<file path="config.mk">
export PLATFORM = sky130hd
export DESIGN_NAME = tocc_ram
export DESIGN_NICKNAME = d
export VERILOG_FILES = /design/src/hdl/tocc_ram.sv
export SDC_FILE = /design/constraint.sdc
export NUM_CORES = 2
export LEC_CHECK = 0
export BUFFER_PORTS_ARGS = -buffer_cell sky130_fd_sc_hd__buf_4
export CAP_MARGIN = 10
export CORE_MARGIN = 2
export CORE_UTILIZATION = 45
export DETAILED_ROUTE_END_ITERATION = 10
export GPL_ROUTABILITY_DRIVEN = 0
export HOLD_SLACK_MARGIN = 0.02
export PLACE_DENSITY = 0.64
export SLEW_MARGIN = 30
export SYNTH_ARGS = -nofsm -noshare
export SYNTH_HDL_FRONTEND = slang
export SYNTH_SLANG_ARGS = --single-unit
</file>
<file path="constraint.sdc">
create_clock -name clk -period 1.8 [get_ports clk]
set_input_delay 0 -clock clk [delete_from_list [all_inputs] [get_ports clk]]
set_output_delay 0 -clock clk [all_outputs]
set_load 0.01 [all_outputs]
</file>
<file path="src/hdl/tocc_ram.sv">
// Generic single-port-write, single-port-read RAM with registered read.
module tocc_ram #(
	parameter int WIDTH = 8,
	parameter int DEPTH = 256
) (
	input  logic                     clk,
	input  logic                     we,
	input  logic [$clog2(DEPTH)-1:0] waddr,
	input  logic [WIDTH-1:0]         wdata,
	input  logic [$clog2(DEPTH)-1:0] raddr,
	output logic [WIDTH-1:0]         rdata
);
	logic [WIDTH-1:0] mem [DEPTH];

	always_ff @(posedge clk) begin
		if (we) mem[waddr] <= wdata;
		rdata <= mem[raddr];
	end
endmodule

</file>
==> results.cfg <==
[final_layout]
layout.cells.most_common_list = edfxtp_1 (2048), buf_4 (645), mux4_2 (455)
multiInputGateArea_mm2 = 0.0169
layout.nets = 4500
drive_gt1_share_pct = 33.3
fin_cells = 6989
ff_latch_area_mm2 = 0.0617
syn_to_final_growth_pct = 19.4
final_common_cell = edfxtp_1
fill_cells = 13300

[critical_path]
required_ps = 2540
crit_buf_inv = 1
endpoint_kind = flop
cpMostUsedCell = mux4_2
worst-path-stages = 6
crit_family = multiplexers
path_cells = mux4_2 -> mux4_2 -> nor2b_4 -> nor4_4 -> buf_4 -> nor4_2
start_kind = flop
path_max_fanout = 1
crit_slowest_cell = mux4_2
r2r_cells = 6
arrival_ps = 3030
cpPeakStageDelay_ps = 570
critPathKind = flop to flop

[drt]
ant_nets = 0
dr.pass1.iters = 6
first_iter_violations = 5283
dr_total_vias = 41100
drc_errors = 0
vias_per_cell = 5.89
totalWireLength_mm = 201
post_drt_wl_per_cell_um = 28.8

[yosys]
synth-seq-area-share_pct = 77.5
yosys_warnings = 0
async_reset_ff_share_pct = 0
syn-instance-count = 3733
ys_ff_latch = 2056
synth_nets = 3759
synth_flop_cell = edfxtp_1
synth_area_mm2 = 0.0796
avgSynthCellArea_um2 = 21.3
synth-edff-count = 2048
ys_types = 55

[die]
ios = 34
dieArea_mm2 = 0.180
initial_core_util_pct = 45.2
die_x_um = 424
coreArea_mm2 = 0.176
die-height_um = 424
fp-row-count = 154

[clock_tree]
clock-sinks = 2056
cts_tree = done
clock_latency_ps = 870
cts_max_path_buffers = 3
htree_num_levels = 4
clk_pin_slew_worst_paths_ps = 60
cts_made_buffers = 204
post-cts-setup-buffers = 0
cts-root-buf = clkbuf_16

[grt]
antenna_found_initial = 9
grt_max_degree = 97
grt_pass1_vias = 41400
grt_overflow = 0
grt_pass1_wl_mm = 291
grt_usage_pct = 22.4

[timing]
fin_skew_ps = 39.2
period_minus_slack_ps = 2290
setup_viol = 16
worst_pin_slew_ps = 681
period_share_pct = 127
tns_ps = -3530
drv_slew = 0
fmaxAchievable_mhz = 436
setup_ws_ps = -492
hold_viol_final = 0
relSlewSlack_pct = 54.6
rsz0062_at_grt = yes

[place]
dpl.hpwl_mm = 130
port_buffers = 33
dp_cells = 6579

[status]
violations = setup timing
outcome = finished, violations left

[power_and_ir_drop]
ir_drop_v = 0.00124
cellPowerDensity_mw_per_mm2 = 1050
leakage_nw = 30.8
p_total_mw = 100

[worst_hold_path]
hp-class = primary input to flop
whs_path_depth = 5

[run]
cap_violations = 0
## layout make-up
| cell class | count | area share (%) |
|---|---|---|
| Clock buffer | 258 | 5.68 |
| Sequential cell | 2056 | 64.9 |
| Clock inverter | 119 | 1.23 |
| Timing Repair Buffer | 768 | 7.29 |
| Tap cell | 2340 | 3.08 |
| Antenna cell | 4 | 0.0105 |
| Inverter | 2 | 0.00790 |
| Multi-Input combinational cell | 1442 | 17.8 |
## worst paths after layout
path	to	slack, ps	startpoint
min	mem[98][4]	130	waddr[6]
max reg2reg	rdata[4]	-490	mem[67][4]
min reg2reg	rdata[5]	1170	mem[55][5]
max	rdata[4]	-490	mem[67][4]
## routing by layer
metal / wire length, um / global-route usage [%] / share of wire (%)
met1: 80800 / 31.3 / 40
met2: 97500 / 35.6 / 48
met5: 13 / 0 / 0.0065
met4: 7130 / 7.78 / 3.5
met3: 16000 / 4.10 / 8.0
## registers in the layout, summed over array words and instances, names as in the netlist
name,count
mem,2048
rdata,8
## cell usage after synthesis (2+ instances only)
library cell  number  area share, %
a22oi_1          133            1.3
a221oi_1          13           0.14
a22o_1             8          0.088
nor2b_1           31           0.24
a2111oi_0          2          0.022
a21oi_1           96           0.60
buf_6             21           0.30
buf_8             13           0.25
nand2b_1           8          0.063
nand3_1           34           0.21
edfxtp_1        2048             77
dfxtp_1            8           0.20
and3b_1            2          0.022
mux4_1             2          0.066
o22a_1             5          0.055
nand3b_1           2          0.019
mux2i_1          134            1.7
o211ai_1          10          0.094
buf_2             31           0.20
nor2_1           282            1.3
nor3_1            22           0.14
o22ai_1           28           0.22
clkbuf_1         111           0.52
a31oi_1            2          0.016
o21ai_0           10          0.063
o21ai_1            2          0.013
a211oi_1          16           0.15
buf_4             27           0.25
mux4_2           454             13
nand2_1           33           0.16
a311oi_1           2          0.022
a2111oi_1          2          0.025
buf_12             8           0.20
nand4_1           10          0.079
o221ai_1          46           0.51
and2_1             6          0.047
nor4_1            24           0.19
nor4_2             3          0.047
o32ai_1            4          0.044
buf_1             22           0.10
or2_2              4          0.031
## worst register-to-register path, cell delays in order, from the launching register on
cell and delay [ps]:
edfxtp_1 370, mux4_2 500, mux4_2 570, nor2b_4 180, nor4_4 340, buf_4 200
nor4_2 40
## power by group
group	total, mW	switching, mW	internal (mW)
clock network	41.4	18.2	23.2
logic	5.71	3.35	2.36
registers	52.9	0.122	52.8
## through the flow
| stage | util (%) | worst slack (ps) | hold slack, ps | area (um^2) |
|---|---|---|---|---|
| floorplan | - | -18.8 | 98.9 | 79800 |
| finish | 54.0 | -492 | 132 | 95000 |
| detailed placement | 49.9 | -1060 | 289 | 87800 |
| global placement | 49.9 | -1380 | 283 | 87700 |
| global route | 54.0 | -550 | 115 | 95000 |
| CTS | 53.9 | -518 | 55.6 | 94800 |
## repair_timing
action	CTS	global route
hold buffers	28	2
cloned	0	0
endpoints found under the setup margin	8	70
gates resized for setup	32	36
pin swaps	15	20
hold endpoints to repair	3220	11
## cells by family after synthesis
logic type	after synthesis	synth area share [%]
muxes	591	14.6
AOI/OAI and AO/OA	385	3.42
and+or+nand+nor	466	2.63
DFF	2056	77.5
buffers and inverters	235	1.83
No activity file was read; power rests on OpenSTA's default activity.
